[config.mk]
export PLATFORM = sky130hd
export DESIGN_NAME = pwts_map
export DESIGN_NICKNAME = d
export VERILOG_FILES = /design/src/rtl/core/pwts_pkg.sv /design/src/rtl/core/pwts_map.sv
export SDC_FILE = /design/constraint.sdc
export NUM_CORES = 2
export LEC_CHECK = 0
export BUFFER_PORTS_ARGS = -buffer_cell sky130_fd_sc_hd__buf_4
export CELL_PAD_IN_SITES_DETAIL_PLACEMENT = 1
export CELL_PAD_IN_SITES_GLOBAL_PLACEMENT = 1
export CORE_ASPECT_RATIO = 0.75
export CORE_MARGIN = 4
export CORE_UTILIZATION = 50
export DETAILED_ROUTE_END_ITERATION = 6
export GPL_TIMING_DRIVEN = 0
export PLACE_DENSITY_LB_ADDON = 0.1
export SLEW_MARGIN = 20
export SYNTH_ARGS = -nofsm -noshare
export SYNTH_HDL_FRONTEND = slang
export SYNTH_SLANG_ARGS = --single-unit
[constraint.sdc]
create_clock -name i_clk -period 23.1 [get_ports i_clk]
set_input_delay 4.62 -clock i_clk [delete_from_list [all_inputs] [get_ports i_clk]]
set_output_delay 4.62 -clock i_clk [all_outputs]
set_load 0.05 [all_outputs]
[src/rtl/core/pwts_pkg.sv]
// Package with the constants, types and helper functions of the projection block.
package pwts_pkg;

    localparam int FRAC_BITS = 16;
    localparam int DW        = 32;
    localparam int NB        = DW + FRAC_BITS;
    localparam int NDC_W     = 49;
    localparam int ADDR_W    = 6;
    localparam int SIZE_W    = 14;

    localparam logic signed [63:0] ONE_FX    = 64'sd1 <<< FRAC_BITS;
    localparam logic signed [31:0] W_MIN_FX  = 32'((2 ** FRAC_BITS + 99) / 100);
    localparam logic signed [63:0] NDC_LIMIT = 64'sd1 <<< 47;
    localparam logic signed [63:0] S32_MAX   = 64'sd2147483647;
    localparam logic signed [63:0] S32_MIN   = -64'sd2147483648;

    typedef enum logic [2:0] {
        REG_ROW0_LEFT  = 3'd0,
        REG_ROW0_RIGHT = 3'd1,
        REG_ROW1_LEFT  = 3'd2,
        REG_ROW1_RIGHT = 3'd3,
        REG_ROW3_LEFT  = 3'd4,
        REG_ROW3_RIGHT = 3'd5,
        REG_WIDTH      = 3'd6,
        REG_HEIGHT     = 3'd7
    } t_reg_idx;

    typedef struct packed {
        logic [2:0][63:0]   left;
        logic [2:0][63:0]   right;
        logic [SIZE_W-1:0]  width;
        logic [SIZE_W-1:0]  height;
    } t_cfg;

    typedef struct packed {
        logic          vis;
        logic          negx;
        logic          negy;
        logic [NB-1:0] qx;
        logic [NB-1:0] qy;
        logic [DW-1:0] rx;
        logic [DW-1:0] ry;
    } t_quo;

    function automatic logic signed [31:0] f_entry(t_cfg c, int r, int k);
        logic [63:0] word;
        word = (k < 2) ? c.left[r] : c.right[r];
        return (k % 2 == 0) ? $signed(word[31:0]) : $signed(word[63:32]);
    endfunction

    function automatic logic signed [31:0] f_sat32(logic signed [63:0] v);
        logic signed [31:0] res;
        if (v > S32_MAX) begin
            res = 32'sh7FFFFFFF;
        end else if (v < S32_MIN) begin
            res = 32'sh80000000;
        end else begin
            res = v[31:0];
        end
        return res;
    endfunction

endpackage

[src/rtl/core/pwts_map.sv]
// Quotient sign fix and clamp, scale by screen size, then pixel offset and saturation.
module pwts_map import pwts_pkg::*; (
    input  logic               i_clk,
    input  logic               i_rst_n,
    input  logic               i_en,
    input  logic               i_valid,
    input  t_quo               i_quo,
    input  t_cfg               i_cfg,
    output logic               o_valid,
    output logic               o_visible,
    output logic signed [31:0] o_sx,
    output logic signed [31:0] o_sy
);

    logic                    r_v   [3];
    logic                    r_vis [3];
    logic signed [NDC_W-1:0] r_ndcx;
    logic signed [NDC_W-1:0] r_ndcy;
    logic signed [63:0]      r_px;
    logic signed [63:0]      r_py;
    logic signed [31:0]      r_sx;
    logic signed [31:0]      r_sy;

    logic signed [63:0] n_qx;
    logic signed [63:0] n_qy;
    logic signed [63:0] n_cx;
    logic signed [63:0] n_cy;
    logic signed [63:0] n_bx;
    logic signed [63:0] n_by;
    logic signed [63:0] n_hx;
    logic signed [63:0] n_hy;

    // Floor division of a negative numerator rounds the magnitude up.
    always_comb begin
        n_qx = $signed(64'(i_quo.qx));
        n_qy = $signed(64'(i_quo.qy));
        if (i_quo.negx) begin
            n_qx = -(n_qx + $signed(64'(|i_quo.rx)));
        end
        if (i_quo.negy) begin
            n_qy = -(n_qy + $signed(64'(|i_quo.ry)));
        end
        n_cx = (n_qx > NDC_LIMIT) ? NDC_LIMIT : ((n_qx < -NDC_LIMIT) ? -NDC_LIMIT : n_qx);
        n_cy = (n_qy > NDC_LIMIT) ? NDC_LIMIT : ((n_qy < -NDC_LIMIT) ? -NDC_LIMIT : n_qy);
        n_bx = $signed(64'(i_cfg.width[SIZE_W-1:1])) <<< FRAC_BITS;
        n_by = $signed(64'(i_cfg.height[SIZE_W-1:1])) <<< FRAC_BITS;
        n_hx = r_px >>> 1;
        n_hy = r_py >>> 1;
    end

    always_ff @(posedge i_clk) begin
        if (!i_rst_n) begin
            r_v[0] <= 1'b0;
            r_v[1] <= 1'b0;
            r_v[2] <= 1'b0;
        end else if (i_en) begin
            r_v[0] <= i_valid;
            r_v[1] <= r_v[0];
            r_v[2] <= r_v[1];
        end
    end

    always_ff @(posedge i_clk) begin
        if (i_en) begin
            r_vis[0] <= i_quo.vis;
            r_vis[1] <= r_vis[0];
            r_vis[2] <= r_vis[1];
            r_ndcx   <= n_cx[NDC_W-1:0];
            r_ndcy   <= n_cy[NDC_W-1:0];
            r_px     <= r_ndcx * $signed({1'b0, i_cfg.width}) + ONE_FX;
            r_py     <= r_ndcy * $signed({1'b0, i_cfg.height}) + ONE_FX;
            r_sx     <= r_vis[1] ? f_sat32(n_bx + n_hx) : '0;
            r_sy     <= r_vis[1] ? f_sat32(n_by - n_hy) : '0;
        end
    end

    assign o_valid   = r_v[2];
    assign o_visible = r_vis[2];
    assign o_sx      = r_sx;
    assign o_sy      = r_sy;

endmodule

==> impl_metrics.json <==
{
  "cts_tree": "yes",
  "drc": 0,
  "synth_edf_count": 294,
  "hold_buffers": 0,
  "cts_resized": 0,
  "grt_overflow_total": 0,
  "worst_slack_ns": 8.222,
  "grt.met3_usage_pct": 12.45,
  "ys_warn_count": 0,
  "die_y_microns": 327.9,
  "grt_use_met2_pct": 48.93,
  "totalWireLength_microns": 248000,
  "clock_latency_ns": 0.66,
  "syn_nets": 9996,
  "endpoint_kind": "register",
  "cts_max_path_buffers": 3,
  "drive_gt1_share_pct": 5.107,
  "grt-busiest-layer": "met1",
  "synth_most_common_cell": "inv_1",
  "hold_end": "r_vis[0][1]$_DFFE_PP_",
  "ys.flop_type": "edfxtp_1",
  "ys_ff_latch": 294,
  "regToRegStartpoint": "r_ndcx[26]$_SDFFCE_PP0P_",
  "worst_pin_slew_ns": 1.248,
  "max_freq_mhz": 67.21,
  "setup_tns_ns": 0,
  "grt_first_pass_wirelength_microns": 376800,
  "fin_skew_ns": 0.08400,
  "htree_levels": 2,
  "path_clk_slew_ns": 0.05,
  "reg2reg_depth": 23,
  "rsz0062_at_grt": "no",
  "io_buffers": 257,
  "syn-cell-area_sq_um": 68210,
  "ant_nets": 0,
  "synth.avg_cell_area_sq_um": 8.904,
  "io_pins": 645,
  "antenna_found_initial": 26,
  "ys_async_sr_fraction_pct": 0,
  "utilization_pct": 54.39,
  "die_w_microns": 434.5,
  "grt_start_max_net_pins": 102,
  "cts.sinks": 294,
  "dp_hpwl_microns": 211500,
  "start_util_pct": 50.32,
  "drtIter0Drc": 4949,
  "hp-start": "r_vis[0][0]$_DFFE_PP_",
  "synthDominantCellAreaShare_pct": 36.13,
  "worst_ep_required_time_ns": 23.31,
  "post-route-period-util_pct": 64.41,
  "numCtsBuffers": 37,
  "slew_headroom_pct": 16.79,
  "core_area_sq_um": 135600,
  "finalSetupViolations": 0,
  "yosys.area.top_type": "fa_1",
  "place_ws_ns": 8.199,
  "yosysSeqAreaShare_pct": 12.94,
  "num_vias": 56590,
  "synth_area_leaders": "fa_1 (36%), edfxtp_1 (13%), ha_1 (9.6%), inv_1 (8.6%), and2_1 (5.8%)",
  "cp.arrival_ns": 15.09,
  "maxSlewViolCount": 0,
  "gr-usage-all-layers_pct": 35.11,
  "syn_inst": 7661,
  "fin_crit_ns": 14.88,
  "wl_per_cell_microns": 25.36,
  "fin_nets": 10300,
  "path_max_fanout": 10,
  "synth_commonest_cells": "inv_1 (1555), fa_1 (1231), nand2_1 (1039), and2_1 (635), ha_1 (525)",
  "cts_root_buf": "clkbuf_16",
  "hold_violations": 0,
  "postCtsSetupRepairBufs": 0,
  "status": "finished, final reports clean",
  "drv_cap": 0,
  "worstSetupStartpointType": "input pin",
  "row_count": 117,
  "drtPass1Iterations": 5,
  "whs_path_depth": 0,
  "hold_path.class": "reg -> reg",
  "reg2reg_slack_ns": 12.83,
  "rr_endpoint": "r_px[61]$_DFFE_PP_",
  "netlist-cell-type-count": 100,
  "grt_pass1_vias": 60820,
  "die-area_sq_um": 142500,
  "met1_usage_pct": 52.98,
  "areaGrowthSynthToFinish_pct": 8.097,
  "critical_path_class": "in -> reg",
  "via_per_inst": 5.785,
  "gp_congestion": 0.9732
}
## cells in the final DEF, fill, tap and decap left out, drive strengths merged, types with 29 or more instances in the layout
cell type     n
inv        1560
fa         1231
nand2      1040
and2        635
ha          525
clkbuf      371
a21oi       321
edfxtp      294
buf         283
nor2        273
xnor2       169
o21ai       161
a21o        152
xor2         89
nand3        88
nand4        64
mux2i        60
nor3         60
nor4         47
a211oi       46
and3         44
nor2b        43
o21a         43
a31oi        35
o21bai       33
nand2b       33
o211ai       29
## worst max-delay path by stage
stage | slack, ns | start | end
global placement | 8.04 | i_cfg[21] | r_px[63]$_DFFE_PP_
global route | 8.14 | i_cfg[21] | r_px[61]$_DFFE_PP_
floorplan | 11.74 | i_cfg[0] | r_py[63]$_DFFE_PP_
detailed placement | 8.20 | i_cfg[21] | r_px[61]$_DFFE_PP_
finish | 8.22 | i_cfg[21] | r_px[61]$_DFFE_PP_
CTS | 8.80 | i_cfg[21] | r_px[61]$_DFFE_PP_
## layer usage
metal	vias up	share of wire [%]	wire [microns]
li1	24520	-	-
met1	29060	45	111300
met2	2692	40	99700
met3	305	13	32720
met4	12	1.7	4303
met5	-	0.025	63
## worst max-delay path, stage by stage
cell and delay [ns]:
buf_4 0.22, clkbuf_1 0.89, buf_1 0.93, nand2_1 0.17, fa_1 0.56, inv_1 0.05, fa_1 0.49, fa_1 0.61
fa_1 0.44, fa_1 0.49, inv_1 0.05, fa_1 0.79, inv_1 0.09, ha_1 0.29, clkbuf_1 0.29, nand2_1 0.13
nor2_1 0.11, nand3_1 0.09, a211oi_1 0.48, o41ai_1 0.28, o21ai_0 0.79, a21oi_1 0.40, o21ai_0 0.55, a21o_1 0.19
a21oi_1 0.08, xnor2_1 0.92
## kinds of logic after synthesis
group	Yosys count	share of synthesized area [%]
muxes	69	1.029
xor gates and xnor gates	258	3.313
AOI/OAI and AO/OA	950	8.926
adders and majority gates	1756	45.76
buffers and inverters	1905	10.55
and+or+nand+nor	2429	17.48
DFF	294	12.94
## area by class of cell
| cell class | count | area, sq um |
|---|---|---|
| flip-flops and latches | 294 | 8828 |
| well taps | 1785 | 2233 |
| inverters | 1555 | 5837 |
| fillers | 15900 | 61820 |
| diodes | 8 | 20.02 |
| repair buffers | 260 | 2019 |
| multi-input cells | 5462 | 52200 |
| plain buffers | 350 | 1361 |
| clock buffers | 44 | 973.4 |
| clock inverters | 24 | 261.5 |
## flip-flops by register name, indices dropped and copies added, names as in the netlist
signal,count
r_px,63
r_py,63
r_ndcx,49
r_ndcy,49
o_sx,32
o_sy,32
r_v,3
r_vis,3
## metrics by stage
stage                     hold slack [ns]  std cells  area, sq um
after floorplan                    0.4003       7661        68210
after CTS                          0.4463       9774        73710
final                              0.4408       9782        73730
after global routing               0.4560       9774        73710
after global placement             0.4072       9703        72370
after detailed placement           0.4324       9706        72480
Power is not shown: default switching activity piles up to over one toggle a cycle in this logic, so the estimate is an artifact.
